<file path="config.mk">
export PLATFORM = sky130hd
export DESIGN_NAME = generic_nack_packer_with_policer_core
export DESIGN_NICKNAME = d
export VERILOG_FILES = /design/src/hw/rtl/gnp_pkg.sv /design/src/hw/rtl/gnp_apb_regs.sv /design/src/hw/rtl/gnp_pack.sv /design/src/hw/rtl/gnp_out_buf.sv /design/src/hw/rtl/generic_nack_packer_with_policer_core.sv
export SDC_FILE = /design/constraint.sdc
export NUM_CORES = 1
export LEC_CHECK = 0
export BUFFER_PORTS_ARGS = -buffer_cell sky130_fd_sc_hd__buf_2
export CORE_UTILIZATION = 55
export CTS_CLUSTER_DIAMETER = 50
export DETAILED_ROUTE_END_ITERATION = 10
export GPL_TIMING_DRIVEN = 0
export PLACE_DENSITY = 0.77
export SYNTH_ARGS = -nofsm -noshare
export SYNTH_HDL_FRONTEND = slang
export SYNTH_SLANG_ARGS = --single-unit
</file>
<file path="constraint.sdc">
create_clock -name clk_i -period 20 [get_ports clk_i]
set_input_delay 0 -clock clk_i [delete_from_list [all_inputs] [get_ports clk_i]]
set_output_delay 0 -clock clk_i [all_outputs]
set_load 0.01 [all_outputs]
</file>
<file path="src/hw/rtl/gnp_pkg.sv">
package gnp_pkg;

  localparam int MaxFciDef  = 256;
  localparam int WindowBits = 16;
  localparam int AddrWidth  = 4;

  typedef enum logic [1:0] {
    RegRepairEnable  = 2'd0,
    RegPolicerEnable = 2'd1,
    RegSeqOffset     = 2'd2,
    RegMaxEntries    = 2'd3
  } reg_idx_e;

  typedef enum logic {
    KindEntry   = 1'b0,
    KindSummary = 1'b1
  } kind_e;

  typedef struct packed {
    logic        repair_enable;
    logic        policer_enable;
    logic [15:0] seq_offset;
    logic [8:0]  max_entries;
  } cfg_t;

  typedef struct packed {
    kind_e                   kind;
    logic [15:0]             pid;
    logic [WindowBits-1:0]   bitmask;
    logic [8:0]              entry_count;
    logic [31:0]             admitted_count;
    logic [31:0]             rejected_count;
    logic                    suppressed;
    logic                    is_last;
  } res_t;

  typedef struct packed {
    res_t [2:0] word;
    logic [1:0] count;
  } res_set_t;

endpackage

</file>
<file path="src/hw/rtl/gnp_apb_regs.sv">
module gnp_apb_regs
  import gnp_pkg::*;
(
  input  logic                 clk_i,
  input  logic                 rst_ni,
  input  logic                 psel,
  input  logic                 penable,
  input  logic                 pwrite,
  input  logic [AddrWidth-1:0] paddr,
  input  logic [31:0]          pwdata,
  output logic [31:0]          prdata,
  output logic                 pready,
  output cfg_t                 cfg_o
);

  cfg_t     cfg_q;
  reg_idx_e idx;
  logic     wr_en;

  assign idx   = reg_idx_e'(paddr[3:2]);
  assign wr_en = psel && penable && pwrite;
  assign pready = 1'b1;
  assign cfg_o  = cfg_q;

  always_ff @(posedge clk_i or negedge rst_ni) begin
    if (!rst_ni) begin
      cfg_q.repair_enable  <= 1'b0;
      cfg_q.policer_enable <= 1'b0;
      cfg_q.seq_offset     <= 16'd0;
      cfg_q.max_entries    <= 9'd256;
    end else if (wr_en) begin
      unique case (idx)
        RegRepairEnable:  cfg_q.repair_enable  <= pwdata[0];
        RegPolicerEnable: cfg_q.policer_enable <= pwdata[0];
        RegSeqOffset:     cfg_q.seq_offset     <= pwdata[15:0];
        RegMaxEntries:    cfg_q.max_entries    <= pwdata[8:0];
        default:          cfg_q.max_entries    <= pwdata[8:0];
      endcase
    end
  end

  always_comb begin
    unique case (idx)
      RegRepairEnable:  prdata = {31'd0, cfg_q.repair_enable};
      RegPolicerEnable: prdata = {31'd0, cfg_q.policer_enable};
      RegSeqOffset:     prdata = {16'd0, cfg_q.seq_offset};
      RegMaxEntries:    prdata = {23'd0, cfg_q.max_entries};
      default:          prdata = 32'd0;
    endcase
  end

endmodule

</file>
<file path="src/hw/rtl/gnp_pack.sv">
module gnp_pack
  import gnp_pkg::*;
#(
  parameter int MAX_FCI = MaxFciDef
) (
  input  logic        clk_i,
  input  logic        rst_ni,
  input  cfg_t        cfg_i,
  input  logic        in_valid_i,
  output logic        in_ready_o,
  input  logic [31:0] seq_num_i,
  input  logic        has_seq_i,
  input  logic        first_of_report_i,
  input  logic        last_of_report_i,
  input  logic [15:0] tokens_available_i,
  input  logic        buf_free_i,
  output logic        push_o,
  output res_set_t    set_o
);

  localparam logic [8:0] FciLimit = 9'(MAX_FCI);

  logic        stg_valid_q;
  logic [31:0] seq_q;
  logic        has_seq_q;
  logic        first_q;
  logic        last_q;
  logic [15:0] tokens_av_q;

  logic [31:0]           open_pid_q, open_pid_d;
  logic [WindowBits-1:0] open_mask_q, open_mask_d;
  logic                  pid_open_q, pid_open_d;
  logic [8:0]            entries_q, entries_d;
  logic [31:0]           admitted_q, admitted_d;
  logic [31:0]           policed_q, policed_d;
  logic [15:0]           tokens_q, tokens_d;
  logic                  ovf_q, ovf_d;

  logic [8:0]  limit;
  logic        admit;
  logic [31:0] seq_gap;
  logic [31:0] seq_gap_m1;
  logic        emit_a, emit_b;
  res_t        res_a, res_b, res_c;
  logic        fire;

  assign limit = (cfg_i.max_entries > FciLimit) ? FciLimit : cfg_i.max_entries;

  always_comb begin
    open_pid_d  = first_q ? 32'd0 : open_pid_q;
    open_mask_d = first_q ? '0 : open_mask_q;
    pid_open_d  = first_q ? 1'b0 : pid_open_q;
    entries_d   = first_q ? 9'd0 : entries_q;
    admitted_d  = first_q ? 32'd0 : admitted_q;
    policed_d   = first_q ? 32'd0 : policed_q;
    ovf_d       = first_q ? 1'b0 : ovf_q;
    tokens_d    = first_q ? tokens_av_q : tokens_q;
    admit      = 1'b0;
    seq_gap    = seq_q - open_pid_d;
    seq_gap_m1 = seq_gap - 32'd1;
    emit_a  = 1'b0;
    emit_b  = 1'b0;
    res_a   = '0;
    res_b   = '0;
    res_c   = '0;
    res_a.kind = KindEntry;
    res_b.kind = KindEntry;
    res_c.kind = KindSummary;
    res_c.is_last = 1'b1;

    if (has_seq_q && cfg_i.repair_enable && !ovf_d) begin
      admit = 1'b1;
      if (cfg_i.policer_enable) begin
        if (tokens_d != 16'd0) begin
          tokens_d = tokens_d - 16'd1;
        end else begin
          if (policed_d != 32'hFFFF_FFFF) policed_d = policed_d + 32'd1;
          admit = 1'b0;
        end
      end
      if (admit) begin
        if (entries_d >= limit) begin
          ovf_d = 1'b1;
        end else begin
          if (admitted_d != 32'hFFFF_FFFF) admitted_d = admitted_d + 32'd1;
          if (!pid_open_d) begin
            open_pid_d  = seq_q;
            open_mask_d = '0;
            pid_open_d  = 1'b1;
          end else if (seq_gap == 32'd0) begin
            open_mask_d = open_mask_d;
          end else if (seq_gap <= 32'(WindowBits)) begin
            open_mask_d = open_mask_d | (WindowBits'(1) << seq_gap_m1[3:0]);
          end else begin
            emit_a        = 1'b1;
            res_a.pid     = open_pid_d[15:0] - cfg_i.seq_offset;
            res_a.bitmask = open_mask_d;
            res_a.is_last = !last_q;
            entries_d     = entries_d + 9'd1;
            open_pid_d    = seq_q;
            open_mask_d   = '0;
          end
        end
      end
    end

    if (last_q) begin
      if (!cfg_i.repair_enable) begin
        res_c.suppressed = 1'b0;
      end else if (ovf_d || (pid_open_d && entries_d >= limit)) begin
        res_c.suppressed     = 1'b1;
        res_c.rejected_count = policed_d;
      end else begin
        if (pid_open_d) begin
          emit_b        = 1'b1;
          res_b.pid     = open_pid_d[15:0] - cfg_i.seq_offset;
          res_b.bitmask = open_mask_d;
          entries_d     = entries_d + 9'd1;
        end
        res_c.entry_count    = entries_d;
        res_c.admitted_count = admitted_d;
        res_c.rejected_count = policed_d;
      end
      open_pid_d  = 32'd0;
      open_mask_d = '0;
      pid_open_d  = 1'b0;
      entries_d   = 9'd0;
      admitted_d  = 32'd0;
      policed_d   = 32'd0;
      ovf_d       = 1'b0;
    end
  end

  always_comb begin
    set_o       = '0;
    set_o.count = 2'd0;
    if (emit_a) begin
      set_o.word[set_o.count] = res_a;
      set_o.count = set_o.count + 2'd1;
    end
    if (emit_b) begin
      set_o.word[set_o.count] = res_b;
      set_o.count = set_o.count + 2'd1;
    end
    if (last_q) begin
      set_o.word[set_o.count] = res_c;
      set_o.count = set_o.count + 2'd1;
    end
  end

  assign fire       = stg_valid_q && (buf_free_i || set_o.count == 2'd0);
  assign push_o     = fire && set_o.count != 2'd0;
  assign in_ready_o = !stg_valid_q || fire;

  always_ff @(posedge clk_i or negedge rst_ni) begin
    if (!rst_ni) begin
      stg_valid_q <= 1'b0;
    end else if (in_ready_o) begin
      stg_valid_q <= in_valid_i;
    end
  end

  always_ff @(posedge clk_i) begin
    if (in_valid_i && in_ready_o) begin
      seq_q       <= seq_num_i;
      has_seq_q   <= has_seq_i;
      first_q     <= first_of_report_i;
      last_q      <= last_of_report_i;
      tokens_av_q <= tokens_available_i;
    end
  end

  always_ff @(posedge clk_i or negedge rst_ni) begin
    if (!rst_ni) begin
      open_pid_q  <= 32'd0;
      open_mask_q <= '0;
      pid_open_q  <= 1'b0;
      entries_q   <= 9'd0;
      admitted_q  <= 32'd0;
      policed_q   <= 32'd0;
      tokens_q    <= 16'd0;
      ovf_q       <= 1'b0;
    end else if (fire) begin
      open_pid_q  <= open_pid_d;
      open_mask_q <= open_mask_d;
      pid_open_q  <= pid_open_d;
      entries_q   <= entries_d;
      admitted_q  <= admitted_d;
      policed_q   <= policed_d;
      tokens_q    <= tokens_d;
      ovf_q       <= ovf_d;
    end
  end

  assert property (@(posedge clk_i) disable iff (!rst_ni)
    entries_q <= FciLimit)
    else $error("entry count ran past the limit");

  assert property (@(posedge clk_i) disable iff (!rst_ni)
    fire && !first_q |=> tokens_q <= $past(tokens_q))
    else $error("tokens grew within a report");

  assert property (@(posedge clk_i) disable iff (!rst_ni)
    fire && last_q |=> !pid_open_q && entries_q == 9'd0 && !ovf_q)
    else $error("report state not cleared on close");

endmodule

</file>
<file path="src/hw/rtl/gnp_out_buf.sv">
module gnp_out_buf
  import gnp_pkg::*;
(
  input  logic     clk_i,
  input  logic     rst_ni,
  input  logic     push_i,
  input  res_set_t set_i,
  output logic     free_o,
  output logic     out_valid_o,
  input  logic     out_ready_i,
  output res_t     word_o
);

  res_t [2:0] word_q;
  logic [1:0] count_q;
  logic [1:0] idx_q;
  logic       out_fire;

  assign out_valid_o = idx_q != count_q;
  assign out_fire    = out_valid_o && out_ready_i;
  assign free_o      = !out_valid_o || (out_ready_i && idx_q == count_q - 2'd1);

  always_comb begin
    unique case (idx_q)
      2'd0:    word_o = word_q[0];
      2'd1:    word_o = word_q[1];
      default: word_o = word_q[2];
    endcase
  end

  always_ff @(posedge clk_i or negedge rst_ni) begin
    if (!rst_ni) begin
      count_q <= 2'd0;
      idx_q   <= 2'd0;
    end else if (push_i) begin
      count_q <= set_i.count;
      idx_q   <= 2'd0;
    end else if (out_fire) begin
      idx_q <= idx_q + 2'd1;
    end
  end

  always_ff @(posedge clk_i) begin
    if (push_i) begin
      word_q <= set_i.word;
    end
  end

  assert property (@(posedge clk_i) disable iff (!rst_ni)
    idx_q <= count_q)
    else $error("read index beyond the loaded words");

  assert property (@(posedge clk_i) disable iff (!rst_ni)
    push_i |-> free_o)
    else $error("result set loaded over undelivered words");

  assert property (@(posedge clk_i) disable iff (!rst_ni)
    out_fire && word_o.is_last && !push_i |=> !out_valid_o)
    else $error("words left after the final word of an item");

  assert property (@(posedge clk_i) disable iff (!rst_ni)
    out_valid_o && word_o.kind == KindSummary |-> word_o.is_last)
    else $error("summary not marked as the final word");

endmodule

</file>
<file path="src/hw/rtl/generic_nack_packer_with_policer_core.sv">
// Channel | Direction | Handshake              | Payload
// in      | input     | in_valid_i/in_ready_o  | seq_num, has_seq, first/last_of_report, tokens
// out     | output    | out_valid_o/out_ready_i| kind, pid, bitmask, counts, suppressed, is_last
// cfg     | input     | psel/penable/pready    | paddr, pwdata, prdata
//
// An item is taken into the input register, processed combinationally and its words
// (up to three) are loaded into the result buffer, which sends one word a cycle while
// out_ready_i is high. A new item is accepted every cycle while items give at most one
// word each and the output does not stall; otherwise the result buffer sets the rate.
// Reset is asynchronous and clears all report state and tokens and sets the registers to their reset values.
// A stalled output holds the buffer and, once the next item needs it, the input.
module generic_nack_packer_with_policer_core
  import gnp_pkg::*;
#(
  parameter int MAX_FCI = MaxFciDef
) (
  input  logic                 clk_i,
  input  logic                 rst_ni,
  input  logic                 psel,
  input  logic                 penable,
  input  logic                 pwrite,
  input  logic [AddrWidth-1:0] paddr,
  input  logic [31:0]          pwdata,
  output logic [31:0]          prdata,
  output logic                 pready,
  input  logic                 in_valid_i,
  output logic                 in_ready_o,
  input  logic [31:0]          seq_num_i,
  input  logic                 has_seq_i,
  input  logic                 first_of_report_i,
  input  logic                 last_of_report_i,
  input  logic [15:0]          tokens_available_i,
  output logic                 out_valid_o,
  input  logic                 out_ready_i,
  output logic                 kind_o,
  output logic [15:0]          pid_o,
  output logic [15:0]          bitmask_o,
  output logic [8:0]           entry_count_o,
  output logic [31:0]          admitted_count_o,
  output logic [31:0]          rejected_count_o,
  output logic                 suppressed_o,
  output logic                 is_last_o
);

  cfg_t     cfg;
  res_set_t set;
  logic     push;
  logic     buf_free;
  res_t     word;

  gnp_apb_regs u_regs (
    .clk_i   (clk_i),
    .rst_ni  (rst_ni),
    .psel    (psel),
    .penable (penable),
    .pwrite  (pwrite),
    .paddr   (paddr),
    .pwdata  (pwdata),
    .prdata  (prdata),
    .pready  (pready),
    .cfg_o   (cfg)
  );

  gnp_pack #(
    .MAX_FCI (MAX_FCI)
  ) u_pack (
    .clk_i              (clk_i),
    .rst_ni             (rst_ni),
    .cfg_i              (cfg),
    .in_valid_i         (in_valid_i),
    .in_ready_o         (in_ready_o),
    .seq_num_i          (seq_num_i),
    .has_seq_i          (has_seq_i),
    .first_of_report_i  (first_of_report_i),
    .last_of_report_i   (last_of_report_i),
    .tokens_available_i (tokens_available_i),
    .buf_free_i         (buf_free),
    .push_o             (push),
    .set_o              (set)
  );

  gnp_out_buf u_out_buf (
    .clk_i       (clk_i),
    .rst_ni      (rst_ni),
    .push_i      (push),
    .set_i       (set),
    .free_o      (buf_free),
    .out_valid_o (out_valid_o),
    .out_ready_i (out_ready_i),
    .word_o      (word)
  );

  assign kind_o           = word.kind;
  assign pid_o            = word.pid;
  assign bitmask_o        = word.bitmask;
  assign entry_count_o    = word.entry_count;
  assign admitted_count_o = word.admitted_count;
  assign rejected_count_o = word.rejected_count;
  assign suppressed_o     = word.suppressed;
  assign is_last_o        = word.is_last;

endmodule

</file>
==> qor.yml, run 1 <==
gp_congestion: 1.00
avgSynthCellArea_um2: 9.81
min_path_type: "input pin to async pin"
crit_start: "u_pack.first_q"
clockRootBuffer: "clkbuf_16"
multi_input_area_mm2: 0.0130
place_ws_ns: 5.36
synth_edf_count: 341
dp.final_hpwl_um: 69400
grt-ovfl-total: 0
slowest_delay_ns: 0.96
clk_pin_slew_ns: 0.06
initial_core_util: 0.558
ant_nets: 0
synth.cell_area_mm2: 0.0286
syn2layout_area_growth_pct: 17.4
rr_startpoint: "u_pack.first_q"
setup_viol: 0
synth_top_area_cell: "edfxtp_1"
via_per_inst: 6.22
cpMaxStageDelayCell: "clkbuf_1"
p_leak_uw: 0.0134
fillers: 4072
grt_max_degree: 89
cts_buffer_depth: 3
ys_seq_elements: 512
core.rowCount: 83
crit_buf_inv: 13
vias: 25001
io_pins: 237
layout-drive-gt1-share: 0.126
drt-total-wl_um: 94200
detail_route.iter0.violations: 2925
status: "finished, violations left"
final.setup_skew_ns: 0.0428
hold_viol: 16
maxCapViolCount: 0
cts_buffers: 58
nets: 3481
clk_latency_ns: 0.64
drc: 0
period_needed_ns: 15.19
fin_crit_sh: 0.760
grt_pass1_vias: 24173
power_density_mw_per_mm2: 126
grt_usage: 0.353
required_ns: 20.34
grt_pass1_wl_um: 142000
regToRegSetupSlack_ns: 4.81
synthCells: 2915
critPathCaptureType: "flip-flop"
fin_ws_ns: 4.81
tritoncts: "done"
holdWs_ns: -0.0555
place.port_buffers: 201
async_flop_share: 0.334
htree_num_levels: 2
cts.sinks: 512
die_w_um: 230
area.sequential_mm2: 0.0145
synth-seq-area-share: 0.508
insertedDiodeCount: 0
dieArea_mm2: 0.0529
grt_setup_unrepaired: "no"
antenna_found_initial: 1
post-cts-setup-buffers: 0
synth_cell_types: 96
critPathTopFamily: "buffers and inverters"
yosys.area.top_type_share: 0.358
power_uw: 4220
fmax_mhz: 65.8
synthTopCellsByArea: "edfxtp_1 (36%), dfrtp_1 (15%), nand2_1 (5.7%)"
peakVddDrop_v: 0.0000876
path_class: "flip-flop to flip-flop"
crit_fanout: 10
worst_slew_pin_slew_ns: 1.28
synth_top_flop_cell: "edfxtp_1"
start_kind: "flip-flop"
maxSlewHeadroom: 0.139
core_mm2: 0.0513
yosys_warnings: 0
arrival_ns: 15.53
wl_per_cell_um: 23.4
violations: "negative hold slack"
slew_viol_final: 0
drt_pre_antenna_iters: 6
die_y_um: 230
cp_common_cell: "clkbuf_1"
## power breakdown
| part | leakage [µW] | total, µW | switching, µW | internal [µW] |
|---|---|---|---|---|
| combinational | 0.00685 | 1680 | 1130 | 544 |
| sequential | 0.00557 | 1460 | 92.0 | 1360 |
| clock | 0.000954 | 1090 | 470 | 618 |
## routing by layer
| layer | vias to the layer above | share of wire | track usage |
|---|---|---|---|
| met5 | - | 0.00021 | 0 |
| met4 | 2 | 0.034 | 0.123 |
| met3 | 191 | 0.087 | 0.0641 |
| met2 | 1267 | 0.47 | 0.580 |
| met1 | 12206 | 0.40 | 0.470 |
| li1 | 11335 | - | - |
## final cells by class
type / count / share of cell area
clock inverters: 39 / 0.0118
multi-input cells: 2148 / 0.388
repair buffers: 287 / 0.0604
clock buffers: 70 / 0.0465
flip-flops and latches: 512 / 0.432
plain buffers: 178 / 0.0236
well taps: 680 / 0.0253
inverters: 108 / 0.0121
## registers in the layout, indices dropped and copies added, names as in the netlist, 2 cells and up
register	count
u_pack.seq_q	32
u_pack.admitted_q	32
u_pack.entries_q	9
u_pack.policed_q	32
u_out_buf.idx_q	2
u_out_buf.count_q	2
u_pack.tokens_av_q	16
u_out_buf.word_q	290
u_pack.tokens_q	16
u_pack.open_pid_q	32
u_regs.cfg_o	27
u_pack.open_mask_q	16
## path summary, 6_finish.rpt
check	cells after the start	to
max in group asynchronous	3	u_regs.cfg_o[8]
max	41	u_out_buf.word_q[200]
max reg2reg	41	u_out_buf.word_q[200]
min	2	u_pack.policed_q[1]
min in group clk_i	2	u_pack.last_q
min reg2reg	2	u_pack.entries_q[1]
## through the flow
stage,area [µm²],util,TNS [ns],hold WS [ns],cells
finish,33600,0.655,0,-0.0555,4022
global route,33600,0.655,0,0.0335,4022
CTS,33600,0.655,0,0.00667,4022
floorplan,28700,-,0,-0.296,2946
global placement,30600,0.596,-0.871,0.176,3827
detailed placement,30900,0.602,0,0.0864,3839
## what timing repair did
action / in CTS / in global routing
setup endpoints to repair: 0 / 0
hold buffers: 74 / 0
hold endpoints to repair: 174 / 0
gates resized for setup: 0 / 0
## layout by cell type (no fill, tap or decap), drive strengths merged, types with 16 or more instances in the layout
| master | instances |
|---|---|
| mux2i | 21 |
| a22o | 72 |
| conb | 33 |
| xnor2 | 63 |
| buf | 269 |
| and3 | 35 |
| clkinv | 26 |
| and2 | 31 |
| inv | 112 |
| dfrtp | 170 |
| nand4 | 30 |
| o22ai | 23 |
| nor2b | 55 |
| clkbuf | 192 |
| a21oi | 95 |
| nor3 | 112 |
| nand2 | 436 |
| a31oi | 29 |
| a21o | 26 |
| nor2 | 330 |
| o21ai | 148 |
| edfxtp | 341 |
| nand3 | 58 |
| nand2b | 19 |
| xor2 | 42 |
| mux2 | 34 |
| a22oi | 93 |
| ha | 91 |
| nor3b | 16 |
| o31ai | 36 |
| dlygate4sd3 | 74 |
| or3 | 16 |
## cells by family after synthesis
logic type,after synthesis,share of synthesized area
simple gates,1194,0.194
flops,512,0.508
fa+ha+maj,94,0.0419
buf+inv,286,0.0419
xor+xnor,106,0.0332
mux,56,0.0216
other cells,2,0.000262
compound gates,665,0.160
## cells in the mapped netlist (all sizes together) (9+ instances only)
cell / instances
and3: 35
a22o: 72
nor2: 330
clkbuf: 122
nand2: 436
buf: 56
mux2: 34
a22oi: 93
nand4: 30
nor4: 15
nor3: 112
and2: 31
inv: 103
o22ai: 23
a211oi: 10
o31ai: 36
o41ai: 11
xnor2: 63
dfrtp: 170
a21o: 26
o21bai: 9
o21a: 14
mux2i: 21
nor3b: 16
a31oi: 29
or3: 16
a32oi: 12
edfxtp: 341
nand3: 58
o2bb2ai: 14
a21oi: 95
ha: 91
nor2b: 55
nand2b: 19
xor2: 42
o21ai: 148
Note: power is estimated with default switching activity, not from simulation.
==> inputs of run 2 (changes only) <==
- PLACE_DENSITY: 0.77 -> 0.74
- clock period: 20 -> 14.05 ns (I/O delays scaled with it)
==> run 2 against run 1 <==
  * The run now ends clean
  * Sequential cell count did not move
  * Sequential share of layout area fell by 0.15 points
  * Maximum frequency rose by 12%
  * Cell area rose by 0.35%
  * Sequential power rose by 42%
  * Register-to-register slack got worse by 4.3 ns
  * Combinational power rose by 43%
  * Clock-buffer cell count rose by 5
  * First-iteration DRC count fell by 5.6%
  * Die area did not move
  * Clock skew rose by 0.0064 ns
  * Largest cell class unchanged
  * Routed wire length rose by 1.3%
==> qor.yml, run 2 (same netlist as run 1, synthesis figures left out) <==
setup_viol: 0  # unchanged
period_needed_ns: 13.55  # -1.64 ns
vias: 25053  # +0.21%
critPathTopFamily: "buffers and inverters"
layout_commonest_cell: "nand2_1"
dpl-instance-area_mm2: 0.0309  # +0.13%
die_w_um: 230  # unchanged
cts_buffer_depth: 3  # unchanged
grt_usage: 0.357  # +0.00468
io_pins: 237  # unchanged
wl_per_cell_um: 23.7  # +1.2%
drt_pre_antenna_iters: 8  # +2
peakVddDrop_v: 0.000134  # +54%
maxSlewHeadroom: 0.113  # -0.0262
arrival_ns: 13.89  # -1.64 ns
mostFrequentLayoutCells: "nand2_1 (434), edfxtp_1 (341), nor2_1 (329), buf_2 (216), dfrtp_1 (170)"
clk_latency_ns: 0.66  # +0.02 ns
clockRootBuffer: "clkbuf_16"
required_ns: 14.39  # -5.95 ns
cts_buffers: 59  # +1.7%
antenna_found_initial: 0  # -1
fin_ws_ns: 0.498  # -4.31 ns
place_ws_ns: -0.624  # -5.99 ns
initial_core_util: 0.558  # unchanged
p_comb_frac: 0.397  # about the same
slowest_delay_ns: 0.67  # -0.29 ns
drt-total-wl_um: 95500  # +1.3%
grt_util_met2: 0.599  # +0.0197
fmax_mhz: 73.8  # +12%
drc: 0  # unchanged
p_sw_uw: 2430  # +43%
gr-usage-met1: 0.474  # +0.00429
netSwitchingFraction: 0.402  # +0.000654
holdWs_ns: 0.0569  # +0.112 ns
dieArea_mm2: 0.0529  # unchanged
regToRegSetupSlack_ns: 0.50  # -4.31 ns
post_layout_nonfiller_instances: 4029  # +0.17%
die_y_um: 230  # unchanged
slew_viol_final: 0  # unchanged
crit_buf_inv: 13  # unchanged
nets: 3486  # +0.14%
p_leak_uw: 0.0134  # +0.37%
path_class: "flip-flop to flip-flop"
intPower_uw: 3620  # +43%
core_mm2: 0.0513  # unchanged
met3_usage: 0.0475  # -0.0166
grt.busiest_layer: "met2"
layout-drive-gt1-share: 0.127  # +0.000632
core.rowCount: 83  # unchanged
tritoncts: "done"
placed_cells: 3841  # +0.052%
clk_pin_slew_ns: 0.06  # about the same
fin_area_mm2: 0.0337  # +0.35%
htree_num_levels: 2  # unchanged
fin_crit_sh: 0.965  # +0.205
grt-ovfl-total: 0  # unchanged
ant_nets: 0  # unchanged
cpMaxStageDelayCell: "clkbuf_1"
grt_max_degree: 95  # +6.7%
pwr-share-seq: 0.343  # -0.002
hold_viol: 0  # -16
syn2layout_area_growth_pct: 17.8
insertedDiodeCount: 0  # unchanged
status: "completed"
pwr-share-clk: 0.260  # +0.002
power_density_mw_per_mm2: 180  # +43%
regMostFlops: "u_out_buf.word_q"
fillers: 3989  # -2.0%
place.port_buffers: 201  # unchanged
dp.final_hpwl_um: 70600  # +1.7%
via_per_inst: 6.22  # about the same
final.setup_skew_ns: 0.0491  # +0.00635 ns
power_uw: 6050  # +43%
largest_reg_flops: 290  # unchanged
start_kind: "flip-flop"
maxCapViolCount: 0  # unchanged
detail_route.iter0.violations: 2761  # -5.6%
min_path_type: "input pin to flip-flop"
cts.sinks: 512  # unchanged
worst_slew_pin_slew_ns: 1.31  # +0.0327 ns
grt_setup_unrepaired: "no"
crit_fanout: 19  # +9
grt_pass1_vias: 24166  # -0.029%
critPathCaptureType: "flip-flop"
grt_pass1_wl_um: 143000  # +0.96%
gp_congestion: 0.947  # -5.6%
[run 2: power by group through the flow]
stage	clock network (µW)	registers, µW	logic, µW
6_report	1570	2070	2400
3_5_place_dp	0	2090	2350
4_1_cts	1580	2070	2380
2_1_floorplan	0	2130	1410
5_1_grt	1630	2090	2580
3_3_place_gp	0	2190	2260
[run 2: worst reg2reg max path, delay by kind of cell (launching register included)]
kind | cells | cell delay (ns)
simple gates | 9 | 2.33
xor+xnor | 1 | 0.46
fa+ha+maj | 4 | 1.04
flops | 1 | 0.41
buf+inv | 13 | 5.55
compound gates | 14 | 3.49
[run 2: cell type report]
cell class | instances | area, µm² | share of cell area
Sequential cell | 512 | 14500 | 0.431
Clock buffer | 75 | 1560 | 0.0462
Timing Repair Buffer | 292 | 2110 | 0.0627
Clock inverter | 37 | 438 | 0.0130
Multi-Input combinational cell | 2148 | 13000 | 0.386
Buffer | 177 | 792 | 0.0235
Tap cell | 680 | 851 | 0.0252
Inverter | 108 | 405 | 0.0120
[run 2: repair_timing]
item / CTS / global route
hold endpoints to repair: 251 / 0
pin swaps: 0 / 0
hold buffers: 77 / 0
gates resized for setup: 1 / 2
setup buffers: 0 / 0
endpoints found under the setup margin: 21 / 9
[run 2: final timing paths]
path	from	end	cells past startpoint
min	seq_num_i[12]	u_pack.seq_q[12]	2
max	u_pack.first_q	u_out_buf.word_q[200]	41
min in group asynchronous	rst_ni	u_pack.policed_q[2]	4
max in group asynchronous	rst_ni	u_regs.cfg_o[20]	4
min reg2reg	u_pack.entries_q[1]	u_pack.entries_q[1]	2
max reg2reg	u_pack.first_q	u_out_buf.word_q[200]	41
[run 2: layer usage]
layer / part of all wire / vias up
li1: - / 11327
met1: 0.41 / 12288
met2: 0.48 / 1237
met3: 0.077 / 201
met4: 0.035 / 0
met5: 0 / -
[run 2: stage by stage]
step	TNS, ns	util
global placement	-1879.81	0.596
floorplan	0	-
global route	0	0.657
detailed placement	-4.64	0.603
CTS	0	0.657
finish	0	0.657
